### src/sv/mte_pkg.sv
// ----------------------------------------------------------------------------
// mte_pkg
// Types and constants shared by the MIDI track event encoder.
// ----------------------------------------------------------------------------
`default_nettype none

package mte_pkg;

  typedef enum logic [2:0] {
    CMD_DELTA   = 3'd0,
    CMD_TEMPO   = 3'd1,
    CMD_PROGRAM = 3'd2,
    CMD_CONTROL = 3'd3,
    CMD_NOTE_ON = 3'd4,
    CMD_NOTE_OFF = 3'd5,
    CMD_TIMED   = 3'd6,
    CMD_END     = 3'd7
  } cmd_t;

  localparam logic [7:0] ST_NOTE_OFF = 8'h80;
  localparam logic [7:0] ST_NOTE_ON  = 8'h90;
  localparam logic [7:0] ST_CONTROL  = 8'hB0;
  localparam logic [7:0] ST_PROGRAM  = 8'hC0;
  localparam logic [7:0] META_BYTE   = 8'hFF;
  localparam logic [7:0] META_TEMPO  = 8'h51;
  localparam logic [7:0] TEMPO_LEN   = 8'h03;
  localparam logic [7:0] META_EOT    = 8'h2F;
  localparam logic [7:0] VLQ_CONT    = 8'h80;

  typedef struct packed {
    cmd_t        cmd;
    logic [7:0]  channel;
    logic [7:0]  key;
    logic [7:0]  level;
    logic [31:0] amount;
  } in_item_t;

  typedef struct packed {
    logic [7:0] out_byte;
    logic       last;
    logic       error;
  } out_item_t;

endpackage

`default_nettype wire

### src/sv/midi_track_event_encoder.sv
// ----------------------------------------------------------------------------
// midi_track_event_encoder
// Serializes one track event command into standard MIDI file bytes, one
// result transfer per byte, with the final byte of each command marked last.
//
//   Channel  Direction  Handshake            Payload
//   in_      input      in_valid/in_stall    mte_pkg::in_item_t
//   out_     output     out_valid/out_stall  mte_pkg::out_item_t
//
// A command emits 1 to 11 bytes, which the single byte-index counter walks
// from the held command into the result register.
// The next command is taken in the cycle its predecessor's last byte moves
// to the result register, so commands stream back to back.
// Reset clears the busy flag, the byte index and the result valid flag.
// A stall on the output holds the result register and the byte index.
// ----------------------------------------------------------------------------
`default_nettype none

module midi_track_event_encoder (
  input  wire logic               clk,
  input  wire logic               rst_n,
  input  wire logic               in_valid,
  output logic                    in_stall,
  input  wire mte_pkg::in_item_t  in_data,
  output logic                    out_valid,
  input  wire logic               out_stall,
  output mte_pkg::out_item_t      out_data
);

  mte_pkg::in_item_t  cur_r, cur_nxt;
  logic               busy_r, busy_nxt;
  logic [3:0]         idx_r, idx_nxt;
  logic               out_valid_r, out_valid_nxt;
  mte_pkg::out_item_t out_r, out_nxt;

  logic [27:0] vlq_val;
  logic [2:0]  vlq_n;
  logic [3:0]  len_c;
  logic [3:0]  tail_j;
  logic [3:0]  tail_k;
  logic [7:0]  byte_c;
  logic        err_c;
  logic        last_c;
  logic        adv;
  logic        take;
  logic [7:0]  ch_b;
  logic [7:0]  key_b;
  logic [7:0]  lvl_b;

  function automatic logic [7:0] vlq_byte(input logic [27:0] v, input logic [2:0] n,
                                          input logic [3:0] i);
    logic [1:0] g;
    logic [6:0] grp;
    logic [7:0] res;
    g = n[1:0] - 2'd1 - i[1:0];
    case (g)
      2'd0:    grp = v[6:0];
      2'd1:    grp = v[13:7];
      2'd2:    grp = v[20:14];
      default: grp = v[27:21];
    endcase
    res = {1'b0, grp};
    if ({1'b0, i} < {2'b00, n} - 5'd1) begin
      res = res | mte_pkg::VLQ_CONT;
    end
    return res;
  endfunction

  always_comb begin
    ch_b    = {4'h0, cur_r.channel[3:0]};
    key_b   = {1'b0, cur_r.key[6:0]};
    lvl_b   = {1'b0, cur_r.level[6:0]};
    vlq_val = cur_r.amount[27:0];
    if (vlq_val[27:21] != 7'd0) begin
      vlq_n = 3'd4;
    end else if (vlq_val[20:14] != 7'd0) begin
      vlq_n = 3'd3;
    end else if (vlq_val[13:7] != 7'd0) begin
      vlq_n = 3'd2;
    end else begin
      vlq_n = 3'd1;
    end
    err_c  = ((cur_r.cmd == mte_pkg::CMD_DELTA) || (cur_r.cmd == mte_pkg::CMD_TIMED)) &&
             (cur_r.amount[31:28] != 4'h0);
    tail_j = idx_r - 4'd4;
    tail_k = tail_j - {1'b0, vlq_n};
    len_c  = 4'd1;
    byte_c = 8'h00;
    if (err_c) begin
      len_c  = 4'd1;
      byte_c = 8'h00;
    end else begin
      case (cur_r.cmd)
        mte_pkg::CMD_DELTA: begin
          len_c  = {1'b0, vlq_n};
          byte_c = vlq_byte(vlq_val, vlq_n, idx_r);
        end
        mte_pkg::CMD_TEMPO: begin
          len_c = 4'd7;
          case (idx_r)
            4'd1:    byte_c = mte_pkg::META_BYTE;
            4'd2:    byte_c = mte_pkg::META_TEMPO;
            4'd3:    byte_c = mte_pkg::TEMPO_LEN;
            4'd4:    byte_c = cur_r.amount[23:16];
            4'd5:    byte_c = cur_r.amount[15:8];
            4'd6:    byte_c = cur_r.amount[7:0];
            default: byte_c = 8'h00;
          endcase
        end
        mte_pkg::CMD_PROGRAM: begin
          len_c = 4'd3;
          case (idx_r)
            4'd1:    byte_c = mte_pkg::ST_PROGRAM | ch_b;
            4'd2:    byte_c = key_b;
            default: byte_c = 8'h00;
          endcase
        end
        mte_pkg::CMD_CONTROL: begin
          len_c = 4'd4;
          case (idx_r)
            4'd1:    byte_c = mte_pkg::ST_CONTROL | ch_b;
            4'd2:    byte_c = key_b;
            4'd3:    byte_c = lvl_b;
            default: byte_c = 8'h00;
          endcase
        end
        mte_pkg::CMD_NOTE_ON, mte_pkg::CMD_NOTE_OFF: begin
          len_c = 4'd3;
          case (idx_r)
            4'd0: begin
              byte_c = ((cur_r.cmd == mte_pkg::CMD_NOTE_ON) ? mte_pkg::ST_NOTE_ON :
                        mte_pkg::ST_NOTE_OFF) | ch_b;
            end
            4'd1:    byte_c = key_b;
            default: byte_c = lvl_b;
          endcase
        end
        mte_pkg::CMD_TIMED: begin
          len_c = 4'd7 + {1'b0, vlq_n};
          case (idx_r)
            4'd0: byte_c = 8'h00;
            4'd1: byte_c = mte_pkg::ST_NOTE_ON | ch_b;
            4'd2: byte_c = key_b;
            4'd3: byte_c = lvl_b;
            default: begin
              if (tail_j < {1'b0, vlq_n}) begin
                byte_c = vlq_byte(vlq_val, vlq_n, tail_j);
              end else if (tail_k == 4'd0) begin
                byte_c = mte_pkg::ST_NOTE_OFF | ch_b;
              end else if (tail_k == 4'd1) begin
                byte_c = key_b;
              end else begin
                byte_c = 8'h00;
              end
            end
          endcase
        end
        default: begin
          len_c = 4'd4;
          case (idx_r)
            4'd1:    byte_c = mte_pkg::META_BYTE;
            4'd2:    byte_c = mte_pkg::META_EOT;
            default: byte_c = 8'h00;
          endcase
        end
      endcase
    end
    last_c = (idx_r == len_c - 4'd1);
  end

  assign adv      = busy_r && (!out_valid_r || !out_stall);
  assign in_stall = busy_r && !(adv && last_c);
  assign take     = in_valid && !in_stall;

  always_comb begin
    cur_nxt       = cur_r;
    busy_nxt      = busy_r;
    idx_nxt       = idx_r;
    out_valid_nxt = out_valid_r;
    out_nxt       = out_r;
    if (take) begin
      cur_nxt  = in_data;
      busy_nxt = 1'b1;
      idx_nxt  = 4'd0;
    end else if (adv && last_c) begin
      busy_nxt = 1'b0;
      idx_nxt  = 4'd0;
    end else if (adv) begin
      idx_nxt = idx_r + 4'd1;
    end
    if (adv) begin
      out_valid_nxt    = 1'b1;
      out_nxt.out_byte = byte_c;
      out_nxt.last     = last_c;
      out_nxt.error    = err_c;
    end else if (!out_stall) begin
      out_valid_nxt = 1'b0;
    end
  end

  always_ff @(posedge clk) begin
    cur_r <= cur_nxt;
    out_r <= out_nxt;
    if (!rst_n) begin
      busy_r      <= 1'b0;
      idx_r       <= 4'd0;
      out_valid_r <= 1'b0;
    end else begin
      busy_r      <= busy_nxt;
      idx_r       <= idx_nxt;
      out_valid_r <= out_valid_nxt;
    end
  end

  assign out_valid = out_valid_r;
  assign out_data  = out_r;

endmodule

`default_nettype wire

### config.mk
export PLATFORM = sky130hd
export DESIGN_NAME = midi_track_event_encoder
export DESIGN_NICKNAME = d
export VERILOG_FILES = /design/src/sv/mte_pkg.sv /design/src/sv/midi_track_event_encoder.sv
export SDC_FILE = /design/constraint.sdc
export NUM_CORES = 1
export LEC_CHECK = 0
export BUFFER_PORTS_ARGS = -buffer_cell sky130_fd_sc_hd__clkbuf_2
export CORE_MARGIN = 2
export CORE_UTILIZATION = 40
export DETAILED_ROUTE_END_ITERATION = 8
export PLACE_DENSITY = 0.59
export SETUP_SLACK_MARGIN = 0.15
export SLEW_MARGIN = 20
export SYNTH_ARGS = -nofsm -noshare
export SYNTH_HDL_FRONTEND = slang
export SYNTH_SLANG_ARGS = --single-unit
### constraint.sdc
create_clock -name clk -period 5.55 [get_ports clk]
set_input_delay 0.8325 -clock clk [delete_from_list [all_inputs] [get_ports clk]]
set_output_delay 0.8325 -clock clk [all_outputs]
set_load 0.1 [all_outputs]
Word level (Yosys, flattened, before mapping)
Index checks and enable logic that the tools add are counted.
{"block": "word_totals", "register_bits": 69, "latch_bits": 0, "ram_bits": 0, "mem_bits_ro": 0, "in_bits": 63, "out_inout_bits": 12, "wordCells": 92, "mem_count": 0}
{"block": "classes", "addsub": 9, "multipliers": 0, "div_mod_pow": 0, "order_cmp": 3, "eq_ne": 19, "shifts": 0, "mux": 24, "bitwise": 2, "n_reduce_logical": 24}
{"op": "$pmux W8 S6", "n": 2}
{"op": "$pmux W8 S2", "n": 3}
{"op": "$pmux W7 S3", "n": 2}
{"op": "$mux W8", "n": 4}
{"op": "$pmux W8 S4", "n": 1}
{"op": "$pmux W8 S3", "n": 1}
{"op": "$reduce_bool A7 Y1", "n": 3}
{"op": "$pmux W4 S4", "n": 1}
{"op": "$eq A4 B3 Y1 const B", "n": 3}
{"op": "$lt A4 B5 Y1", "n": 2}
{"op": "$eq A3 B3 Y1 const B", "n": 3}
{"op": "$eq A4 B1 Y1 const B", "n": 2}
{"op": "$eq A4 B2 Y1 const B", "n": 2}
{"op": "$logic_not A4 Y1", "n": 2}
{"op": "$or A8 B4 Y8", "n": 1}
{"op": "$mux W7", "n": 1}
{"op": "$eq A3 B2 Y1 const B", "n": 2}
{"op": "$mux W3", "n": 2}
{"op": "$reduce_or A3 Y1", "n": 2}
{"op": "$logic_and A1 B1 Y1", "n": 5}
{"op": "$mux W5", "n": 1}
{"op": "$add A3 B3 Y4 const A", "n": 1}
{"op": "$add A4 B1 Y4 const B", "n": 1}
{"op": "$eq A2 B1 Y1 const B", "n": 2}
{"op": "other kinds (22)", "n": 32}

Longest topological paths before layout
Gate-level depths: netlist of the first run.
{"block": "depth", "depth_word": 15, "ltp_mapped": 16, "depth_no_buf": 16}

Worst setup path after synthesis of the first run
Ideal clock, no wire load.
{"block": "synth_timing", "path_kind": "reg2out", "startpoint": "register cur_r[10] (netlist bit)", "endpoint": "output port in_stall", "t_arrival_ns": 4.306, "required_time_ns": 4.718, "path_slack_ns": 0.411, "path_stages_with_launch": 17, "path_buffers": 0, "path_cell_list": "edfxtp_1 > or4_4 > and4bb_2 > nor2_1 > inv_1 > ha_1 > nor2_1 > a211oi_1 > nor2_1 > nor2_1 > ha_1 > xnor2_1 > nor2_1 > mux2i_1 > nor2_1 > a31o_4 > nor2_1"}
{"block": "synth_between", "elab_chain_len": 12}
{"item": "start: declaration", "line_no": "midi_track_event_encoder.sv:30", "text": "mte_pkg::in_item_t cur_r, cur_nxt;"}
{"item": "start signal: assignment", "line_no": "midi_track_event_encoder.sv:202", "text": "cur_r <= cur_nxt;"}
{"item": "$reduce_bool A7 Y1 (*)", "line_no": "midi_track_event_encoder.sv:78", "text": "end else if (vlq_val[13:7] != 7'd0) begin"}
{"item": "$mux W2 (*)", "line_no": "midi_track_event_encoder.sv:78"}
{"item": "$mux W3 (*)", "line_no": "midi_track_event_encoder.sv:76", "text": "end else if (vlq_val[20:14] != 7'd0) begin"}
{"item": "$mux W3 (*)", "line_no": "midi_track_event_encoder.sv:74", "text": "if (vlq_val[27:21] != 7'd0) begin"}
{"item": "$add A3 B3 Y4", "line_no": "midi_track_event_encoder.sv:139", "text": "len_c = 4'd7 + {1'b0, vlq_n};"}
{"item": "$pmux W4 S4 (*)", "line_no": "midi_track_event_encoder.sv:93", "text": "case (cur_r.cmd)"}
{"item": "$mux W4 (*)", "line_no": "midi_track_event_encoder.sv:89", "text": "if (err_c) begin"}
{"item": "$sub A4 B1 Y4 (*)", "line_no": "midi_track_event_encoder.sv:168", "text": "last_c = (idx_r == len_c - 4'd1);"}
{"item": "$eq A4 B4 Y1 (*)", "line_no": "midi_track_event_encoder.sv:168"}
{"item": "$logic_and A1 B1 Y1 (*)", "line_no": "midi_track_event_encoder.sv:172", "text": "assign in_stall = busy_r && !(adv && last_c);"}
{"item": "$logic_not A1 Y1 (*)", "line_no": "midi_track_event_encoder.sv:172"}
{"item": "$logic_and A1 B1 Y1 (*)", "line_no": "midi_track_event_encoder.sv:172"}
{"item": "end: declaration", "line_no": "midi_track_event_encoder.sv:23", "text": "output logic in_stall,"}
Mark *: on every way between the ends. The rest lies on a longest branch, timed or not.

Final worst setup path of the first run
{"block": "layout_timing", "startpoint": "register cur_r[23] (netlist bit)", "endpoint": "output port in_stall"}
{"block": "layout_between", "elab_chain_len": 10}
{"item": "$reduce_bool A7 Y1 (*)", "line_no": "midi_track_event_encoder.sv:74"}
{"item": "$mux W3 (*)", "line_no": "midi_track_event_encoder.sv:74"}
{"item": "$add A3 B3 Y4", "line_no": "midi_track_event_encoder.sv:139"}
{"item": "$pmux W4 S4 (*)", "line_no": "midi_track_event_encoder.sv:93"}
{"item": "$mux W4 (*)", "line_no": "midi_track_event_encoder.sv:89"}
{"item": "$sub A4 B1 Y4 (*)", "line_no": "midi_track_event_encoder.sv:168"}
{"item": "$eq A4 B4 Y1 (*)", "line_no": "midi_track_event_encoder.sv:168"}
{"item": "$logic_and A1 B1 Y1 (*)", "line_no": "midi_track_event_encoder.sv:172"}
{"item": "$logic_not A1 Y1 (*)", "line_no": "midi_track_event_encoder.sv:172"}
{"item": "$logic_and A1 B1 Y1 (*)", "line_no": "midi_track_event_encoder.sv:172"}
Marked as above.

==> flow_summary_export.csv, run 1 <==
group,metric,value,unit
die,initial_utilization,41.2,%
global_route,grtUsageTotal,19.1,%
logic_synthesis,ys_top_cells_by_area,"edfxtp_1 47%, ha_1 5.3%, mux4_1 3.9%, nand2_1 3.3%, dfxtp_1 3.0%",
die,coreArea,9820,µm²
finish,drive_gt1_share,24.5,%
logic_synthesis,synthFlopType,"edfxtp_1",
placed_design,hpwlAfterDp,7.41,mm
sta,min_period,4.97,ns
pwr,vdd_drop_max,0.220,mV
die,ioPinCount,75,
pwr,power.density,290,nW/µm²
clocking,holdBufCountCts,0,
logic_synthesis,synth_largest_area_cell,"edfxtp_1",
route,remaining_drc_errors,0,
critical_path,critPathMaxFanout,7,
route,via_count,3269,
clocking,ctsResizeCount,0,
min_path,hold_path.class,"flop to flop",
die,die_area,10900,µm²
critical_path,regToRegSetupSlack,1.15,ns
die,die_w,105,µm
route,wirelength,10.1,mm
route,wire_per_inst,18.1,µm
critical_path,critPathKind,"flop to primary output",
pwr,finalPower,1.38,mW
logic_synthesis,netlist_instances,352,
logic_synthesis,ys_ff_latch,69,
route,firstDrtPassIters,9,
pwr,power.switching,0.413,mW
pwr,leakagePower,1.81,nW
clocking,numCtsBuffers,9,
critical_path,start_kind,"flop",
clocking,post_cts_buffers,0,
sta,slew_headroom,39.7,%
pwr,p_clk_share,31.9,%
sta,finalHoldViolCount,0,
pwr,sw_frac_of_total,29.9,%
sta,fin_worst_skew,0.00647,ns
logic_synthesis,synthArstFlopShare,0,%
global_route,grt_pass1_vias,3164,
sta,maxSlewViolCount,0,
logic_synthesis,yosysTopAreaCellShare,46.7,%
critical_path,end_kind,"primary output",
clocking,htree_levels,3,
clocking,clock-root-buffer,"clkbuf_8",
logic_synthesis,yosysUniqueCellTypes,64,
logic_synthesis,yosysSeqAreaShare,49.7,%
pwr,comb_power_share,21.1,%
clocking,cts_tree,"yes",
global_route,antenna_found_initial,0,
clocking,cts_max_path_buffers,2,
placed_design,routabilityCongestion,0.860,
sta,grt_setup_unrepaired,"false",
sta,worst_hold_slack,0.478,ns
route,drt-vias-per-instance,5.87,
placed_design,io_buffers,68,
clocking,cts_sinks,69,
route,final_antenna_net_count,0,
finish,syn2layout_area_growth,17.6,%
sta,finalCritPeriodShare,89.5,%
logic_synthesis,synthTopCellsByCount,"63 x edfxtp_1, 36 x nand2_1, 23 x nor2_1",
die,row_count,36,
route,drt-initial-drc-count,343,
sta,finalSetupViolCount,0,
logic_synthesis,synth.avg_cell_area,11.5,µm²
finish,diodes,0,
logic_synthesis,synth-edff-count,63,
finish,final_nets,500,
critical_path,worst_path_max_delay_cell,"edfxtp_1",
critical_path,critPathMaxStageDelay,0.45,ns
logic_synthesis,yosysWarnings,0,
critical_path,crit_buf_inv,2,
critical_path,worstPathRequired,4.72,ns
run_status,status,"finished, final reports clean",
sta,finalSetupTns,0,ns
logic_synthesis,yosysMostFrequentCell,"edfxtp_1",
clocking,clk_latency,0.35,ns
critical_path,worstPathArrival,4.13,ns
die,die_height,105,µm
logic_synthesis,synth_area,4050,µm²
flow_run,maxCapViolCount,0,
finish,num-fill-cells,932,
sta,worst_pin_slew,0.904,ns
clocking,clk_pin_slew,0.07,ns
logic_synthesis,syn_nets,433,
global_route,grt_max_degree,32,
global_route,grt_pass1_wl,16.2,mm
pwr,seqPwrFrac,46.9,%
critical_path,worst_path_most_repeated_cell,"nor2_1",
critical_path,crit_family,"simple AND/OR/NAND/NOR gates",
sta,fmax,201,MHz
pwr,internal_power,0.967,mW
global_route,gr-total-overflow,0,
critical_path,path_cells,"nor4_2 -> nand2_1 -> nor2_1 -> inv_1 -> ha_1 -> nor2_1 -> a211oi_1 -> nor2_1 -> nor2_1 -> ha_1 -> xnor2_1 -> nor2_1 -> mux2i_1 -> nor2_1 -> a31o_4 -> nor2_1 -> clkbuf_4",
## sequential cells by signal, summed over array words and instances (netlist names)
| register | cells |
|---|---|
| cur_r | 49 |
| out_data | 10 |
| ch_b | 4 |
| idx_r | 4 |
| busy_r | 1 |
| out_valid | 1 |
## tightest hold or removal path: stages (launching register included)
cell and delay (ns):
dfxtp_1 0.33, nand2_1 0.06, o21ai_1 0.05
## layer usage
layer | wire (µm) | part of all wire (%) | track usage, % | up-vias
li1 | - | - | - | 1539
met1 | 4400 | 44 | 25.5 | 1560
met2 | 4670 | 46 | 29.9 | 151
met3 | 794 | 7.9 | 4.62 | 19
met4 | 210 | 2.1 | 7.52 | 0
met5 | 0 | 0 | 0 | -
## cell usage in the layout, fill, tap and decap left out, types with 8 or more instances in the layout
cell type / instances
clkbuf_2: 67
edfxtp_1: 63
nand2_1: 36
nor2_1: 23
o21ai_0: 19
ha_1: 17
a22oi_1: 13
inv_1: 12
a21oi_1: 11
nor2b_1: 9
clkbuf_8: 9
a31oi_1: 8
a222oi_1: 8
## metrics by stage
step                cell area [µm²]  std cells  util (%)  setup slack, ns
finish                         4760        557      48.5            0.584
global route                   4760        557      48.5            0.222
CTS                            4760        557      48.5            0.418
detailed placement             4540        541      46.3            0.819
global placement               4540        541      46.3            0.857
floorplan                      4050        352         -            0.411
## power groups by stage
stage / Clock [mW] / Sequential (mW) / Combinational (mW)
CTS: 0.454 / 0.648 / 0.289
floorplan: 0 / 0.711 / 0.153
global route: 0.477 / 0.652 / 0.313
global placement: 0 / 0.657 / 0.286
finish: 0.441 / 0.648 / 0.291
detailed placement: 0 / 0.659 / 0.288
## cell type report
cell class	count	area (µm²)	area share [%]
inverter	12	45.0	0.946
multi-input combinational	253	1920	40.4
clock inverter	5	85.1	1.79
sequential	69	2010	42.2
timing repair buffer	74	400	8.41
clock buffer	11	131	2.76
tap	133	166	3.49
## cells by family after synthesis
| logic type | synth area share [%] |
|---|---|
| muxes | 4.97 |
| adders and majority gates | 5.75 |
| DFF | 49.7 |
| buffers and inverters | 2.87 |
| xor gates and xnor gates | 1.73 |
| and+or+nand+nor | 13.7 |
| AOI/OAI and AO/OA | 21.3 |
## final timing paths
check,end,startpoint,depth (start not counted)
worst min register to register,busy_r$_SDFFE_PN0P_,busy_r$_SDFFE_PN0P_,2
worst max-delay path,in_stall,cur_r[23]$_DFFE_PP_,17
worst min-delay path,busy_r$_SDFFE_PN0P_,busy_r$_SDFFE_PN0P_,2
worst max register to register,cur_r[10]$_DFFE_PP_,cur_r[23]$_DFFE_PP_,17
Power figures use the tool's default switching activity.
==> run 2: changes to the inputs <==
--- a/config.mk
+++ b/config.mk
@@ -5,11 +5,12 @@
 export SDC_FILE = /design/constraint.sdc
 export NUM_CORES = 1
 export LEC_CHECK = 0
+export ABC_AREA = 1
 export BUFFER_PORTS_ARGS = -buffer_cell sky130_fd_sc_hd__clkbuf_2
 export CORE_MARGIN = 2
 export CORE_UTILIZATION = 40
 export DETAILED_ROUTE_END_ITERATION = 8
-export PLACE_DENSITY = 0.59
+export PLACE_DENSITY = 0.58
 export SETUP_SLACK_MARGIN = 0.15
 export SLEW_MARGIN = 20
 export SYNTH_ARGS = -nofsm -noshare
==> flow_summary_export.csv, run 2 <==
group,metric,value,unit
run_status,status,"finished, final reports clean",
route,drt-met1-wl,4.78,mm
sta,finalSetupTns,0,ns
pwr,finalPower,1.42,mW
logic_synthesis,ys_ff_latch,69,
sta,fmax,232,MHz
die,row_count,37,
logic_synthesis,ys_top_cells_by_area,"edfxtp_1 45%, nand2_1 10%, inv_1 5.8%, nor2_1 5.7%, ha_1 5.0%",
sta,finalSetupViolCount,0,
critical_path,end_kind,"primary output",
logic_synthesis,netlist_instances,493,
clocking,ctsResizeCount,0,
critical_path,r2r-end,"cur_r[8]$_DFFE_PP_",
sta,finalCritPeriodShare,77.7,%
sta,fin_ws,1.24,ns
global_route,gr-total-overflow,0,
global_route,grt_pass1_wl,18.2,mm
critical_path,r2r_cells,19,
pwr,power.density,286,nW/µm²
clocking,holdBufCountCts,0,
global_route,grtUsageTotal,21.0,%
finish,design_area,4960,µm²
pwr,leakagePower,2.20,nW
sta,worst_pin_slew,0.682,ns
route,via_count,3718,
route,firstDrtPassIters,5,
die,initial_utilization,41.1,%
finish,final_nets,648,
finish,drive_gt1_share,20.5,%
die,die_height,107,µm
clocking,clk_latency,0.35,ns
critical_path,regToRegSetupSlack,1.67,ns
sta,slew_headroom,54.5,%
min_path,worstHoldPathCells,2,
pwr,vdd_drop_max,0.154,mV
sta,finalHoldViolCount,0,
route,routed-wl-met3,900,µm
finish,diodes,0,
finish,final_common_cell,"nand2_1",
global_route,grt_max_degree,33,
clocking,clk_pin_slew,0.09,ns
finish,largest_register,"cur_r",
min_path,hold_path.class,"flop to flop",
route,top_layer,"met4",
clocking,numCtsBuffers,9,
logic_synthesis,yosysWarnings,0,
die,ioPinCount,75,
critical_path,worst_path_max_delay_cell,"edfxtp_1",
critical_path,start_kind,"flop",
route,wirelength,11.2,mm
logic_synthesis,synth_area,4230,µm²
route,wire_per_inst,15.8,µm
global_route,antenna_found_initial,0,
die,die_area,11400,µm²
logic_synthesis,yosysMostFrequentCell,"nand2_1",
logic_synthesis,yosysSeqAreaShare,47.6,%
placed_design,placed_area,4720,µm²
clocking,cts_max_path_buffers,2,
route,final_antenna_net_count,0,
critical_path,r2r-start,"cur_r[26]$_DFFE_PP_",
placed_design,routabilityCongestion,0.886,
placed_design,io_buffers,68,
critical_path,worst_path_most_repeated_cell,"nand2_1",
route,remaining_drc_errors,0,
clocking,clock-root-buffer,"clkbuf_8",
logic_synthesis,synth-edff-count,63,
flow_run,maxCapViolCount,0,
logic_synthesis,yosysUniqueCellTypes,43,
placed_design,pre_cts_slack,1.63,ns
sta,fin_worst_skew,0.0184,ns
logic_synthesis,synth.avg_cell_area,8.57,µm²
critical_path,critPathKind,"flop to primary output",
route,wl_met2,5.26,mm
finish,syn2layout_area_growth,17.3,%
route,drt-initial-drc-count,249,
finish,num-fill-cells,1061,
logic_synthesis,synthTopCellsByCount,"117 x nand2_1, 65 x inv_1, 64 x nor2_1",
logic_synthesis,synth_largest_area_cell,"edfxtp_1",
sta,grt_setup_unrepaired,"false",
placed_design,hpwlAfterDp,8.60,mm
logic_synthesis,yosysTopAreaCellShare,44.8,%
critical_path,worstPathRequired,4.72,ns
sta,maxSlewViolCount,0,
critical_path,critPathMaxFanout,8,
critical_path,critPathMaxStageDelay,0.46,ns
global_route,grt_pass1_vias,3540,
clocking,post_cts_buffers,0,
min_path,holdPathEnd,"out_valid$_SDFFE_PN0P_",
logic_synthesis,synthFlopType,"edfxtp_1",
die,coreArea,10300,µm²
finish,final_cell_mix,"117 x nand2_1, 68 x clkbuf_2, 65 x inv_1, 64 x nor2_1, 63 x edfxtp_1",
finish,largest_reg_flops,49,
clocking,htree_levels,3,
route,drt-vias-per-instance,5.26,
die,die_w,107,µm
sta,min_period,4.31,ns
critical_path,worstPathArrival,3.48,ns
clocking,cts_sinks,69,
min_path,hold_start,"out_valid$_SDFFE_PN0P_",
logic_synthesis,synthArstFlopShare,0,%
clocking,cts_tree,"yes",
logic_synthesis,syn_nets,574,
critical_path,path_cells,"nor2_1 -> nand2_1 -> nor2_4 -> nand2_2 -> ha_1 -> nor2_2 -> nor2_1 -> nand2_1 -> nand2_1 -> ha_1 -> xnor2_1 -> nand3b_1 -> nand3_1 -> nor2_2 -> nand3_2 -> nand2_1 -> inv_2 -> clkbuf_2",
run 2: cell types whose count changed after synthesis, moves of 8 or more:
cell	change
a222oi_1	-8
a22oi_1	-13
clkbuf_1	-14
inv_1	+53
nand2_1	+81
nand3_1	+27
nor2_1	+41
nor2b_1	-9
o2111ai_1	+10
o22ai_1	+8
run 2: metal layers:
layer | vias up | track usage, %
met4 | 0 | 7.42
met1 | 1700 | 28.5
li1 | 1822 | -
met5 | - | 0
met2 | 175 | 33.2
met3 | 21 | 4.50
run 2: how the worst max path moves through the flow:
stage / startpoint / end / slack, ns / cells after the start
detailed placement: cur_r[26]$_DFFE_PP_ / in_stall / 1.63 / 18
finish: cur_r[26]$_DFFE_PP_ / in_stall / 1.24 / 18
floorplan: cur_r[26]$_DFFE_PP_ / ch_b[0]$_DFFE_PP_ / 1.17 / 18
global route: cur_r[26]$_DFFE_PP_ / in_stall / 0.94 / 18
CTS: cur_r[26]$_DFFE_PP_ / in_stall / 1.23 / 18
global placement: cur_r[26]$_DFFE_PP_ / in_stall / 1.69 / 18
run 2: layout make-up:
type                            instances  area [µm²]  area share [%]
Clock buffer                            9         124            2.50
Sequential cell                        69        2010            40.6
Clock inverter                          6         113            2.27
Multi-Input combinational cell        346        1910            38.5
Tap cell                              136         170            3.43
Inverter                               72         270            5.45
Timing Repair Buffer                   69         360            7.27
run 2: cells by family (layout without fill, tap and decap cells):
kind of cell | count (synthesis) | after routing | synth area share, %
DFF | 69 | 69 | 47.6
xor gates and xnor gates | 7 | 7 | 1.45
and+or+nand+nor | 246 | 246 | 26.1
adders and majority gates | 18 | 18 | 5.51
AOI/OAI and AO/OA | 75 | 75 | 12.0
buffers and inverters | 78 | 156 | 7.37
run 2: metrics by stage:
step	hold WS (ns)	instances	util (%)
3_3_place_gp	0.470	692	45.9
3_5_place_dp	0.480	692	45.9
5_1_grt	0.525	707	48.2
4_1_cts	0.493	707	48.2
2_1_floorplan	0.502	493	-
6_report	0.489	707	48.2
run 2: worst max-delay path, delay by kind of cell, from the launching register on:
kind	cells	cell delay [ns]
and+or+nand+nor	13	1.52
xor gates and xnor gates	1	0.18
DFF	1	0.46
adders and majority gates	2	0.54
buffers and inverters	2	0.42
run 2: power breakdown:
group / internal, mW / switching, mW
clock: 0.297 / 0.194
combinational: 0.0829 / 0.208
sequential: 0.612 / 0.0227
total: 0.992 / 0.424
==> run 3: changes to the inputs <==
==> constraint.sdc (replaced) <==
create_clock -name clk -period 4.3 [get_ports clk]
set_input_delay 0.645 -clock clk [delete_from_list [all_inputs] [get_ports clk]]
set_output_delay 0.645 -clock clk [all_outputs]
set_load 0.1 [all_outputs]
==> flow_summary_export.csv, run 3 (same netlist as run 2, synthesis figures left out) <==
group,metric,value,unit
finish,largest_register,"cur_r",
critical_path,worstPathRequired,3.65,ns
die,die_height,107,µm
sta,finalCritPeriodShare,90.9,%
sta,fin_ws,0.390,ns
placed_design,pre_cts_slack,0.591,ns
route,firstDrtPassIters,5,
finish,diodes,0,
pwr,vdd_drop_max,0.211,mV
sta,fmax,256,MHz
critical_path,start_kind,"flop",
placed_design,place_inst,693,
critical_path,critPathKind,"flop to primary output",
clocking,holdBufCountCts,0,
finish,final_cell_mix,"115 x nand2_1, 67 x clkbuf_2, 65 x inv_1, 63 x nor2_1, 63 x edfxtp_1",
global_route,grt_pass1_vias,3520,
global_route,gr-total-overflow,0,
clocking,numCtsBuffers,9,
sta,fin_worst_skew,0.00905,ns
sta,grt_setup_unrepaired,"false",
sta,min_period,3.91,ns
route,drt-vias-per-instance,5.15,
die,ioPinCount,75,
critical_path,end_kind,"primary output",
finish,drive_gt1_share,22.2,%
route,drt-initial-drc-count,306,
placed_design,routabilityCongestion,0.997,
clocking,cts_tree,"yes",
route,remaining_drc_errors,0,
finish,largest_reg_flops,49,
finish,fin_cells,717,
sta,worst_pin_slew,0.676,ns
finish,final_nets,657,
pwr,leakagePower,2.22,nW
die,initial_utilization,41.1,%
critical_path,cp-startpoint,"cur_r[21]$_DFFE_PP_",
critical_path,worstPathArrival,3.27,ns
run_status,status,"finished, final reports clean",
sta,finalSetupTns,0,ns
die,row_count,37,
clocking,clock-root-buffer,"clkbuf_8",
finish,final_common_cell,"nand2_1",
sta,maxSlewViolCount,0,
placed_design,hpwlAfterDp,8.16,mm
clocking,htree_levels,3,
global_route,grt_max_degree,33,
critical_path,r2r-start,"cur_r[21]$_DFFE_PP_",
route,wirelength,10.8,mm
placed_design,io_buffers,68,
global_route,grtUsageTotal,19.8,%
route,wire_per_inst,15.1,µm
sta,slew_headroom,54.9,%
min_path,hold_start,"in_data[30]",
pwr,power.density,343,nW/µm²
die,die_w,107,µm
critical_path,critPathMaxFanout,5,
clocking,clk_latency,0.35,ns
sta,finalSetupViolCount,0,
min_path,hold_path.class,"input port to flop",
clocking,cts_max_path_buffers,2,
flow_run,maxCapViolCount,0,
global_route,grt_pass1_wl,17.4,mm
route,final_antenna_net_count,0,
pwr,finalPower,1.71,mW
die,die_area,11400,µm²
global_route,antenna_found_initial,0,
sta,finalHoldViolCount,0,
route,via_count,3696,
clocking,cts_sinks,69,
clocking,clk_pin_slew,0.08,ns
die,coreArea,10300,µm²
finish,syn2layout_area_growth,18.0,%
==> run 3: final timing paths <==
| path | slack [ns] | end | depth (start not counted) |
|---|---|---|---|
| setup / recovery | 0.39 | in_stall | 18 |
| hold / removal | 0.46 | cur_r[30]$_DFFE_PP_ | 1 |
| setup reg to reg | 0.74 | cur_r[13]$_DFFE_PP_ | 19 |
| hold reg to reg | 0.48 | out_valid$_SDFFE_PN0P_ | 2 |
==> run 3: routing by layer <==
| layer | routed length, µm | vias to the layer above | GRT usage (%) |
|---|---|---|---|
| met5 | 0 | - | 0 |
| met4 | 220 | 0 | 7.51 |
| met3 | 833 | 19 | 5.11 |
| met2 | 5000 | 182 | 30.9 |
| met1 | 4760 | 1652 | 26.6 |
| li1 | - | 1843 | - |
==> run 3: final cells by class <==
cell class	count	area [µm²]
Timing Repair Buffer	78	422
Fill cell	1007	5290
Clock inverter	7	66.3
Inverter	72	270
Sequential cell	69	2010
Tap cell	136	170
Clock buffer	9	124
Multi-Input combinational cell	346	1920
==> run 3: where the power goes <==
group	internal (mW)	switching [mW]	leakage, nW
combinational	0.112	0.269	1.48
clock	0.263	0.247	0.0903
sequential	0.790	0.0292	0.652
total	1.17	0.544	2.22
==> run 3: stage by stage <==
step	hold slack (ns)	area [µm²]	util (%)
3_3_place_gp	0.470	4720	45.9
4_1_cts	0.441	4910	47.7
3_5_place_dp	0.478	4720	45.9
5_1_grt	0.439	4990	48.5
2_1_floorplan	0.502	4230	-
6_report	0.461	4990	48.5
==> run 3: repair_timing <==
action	in CTS	in global routing
resized for setup	0	8
endpoints found under the setup margin	0	1
buffers inserted	0	8
==> run 3: worst max-delay path, stage by stage (launching register included) <==
cell and delay, ns:
edfxtp_1 0.45, nor2_1 0.12, nand2_1 0.10, nor2_4 0.19, nand2_2 0.13, ha_1 0.35
nor2_2 0.11, nor2_1 0.06, nand2_1 0.11, nand2_1 0.07, ha_1 0.21, xnor2_2 0.16
nand3b_1 0.13, nand3_1 0.09, nor2_2 0.14, nand3_2 0.11, nand2_1 0.12, inv_2 0.06
buf_6 0.18
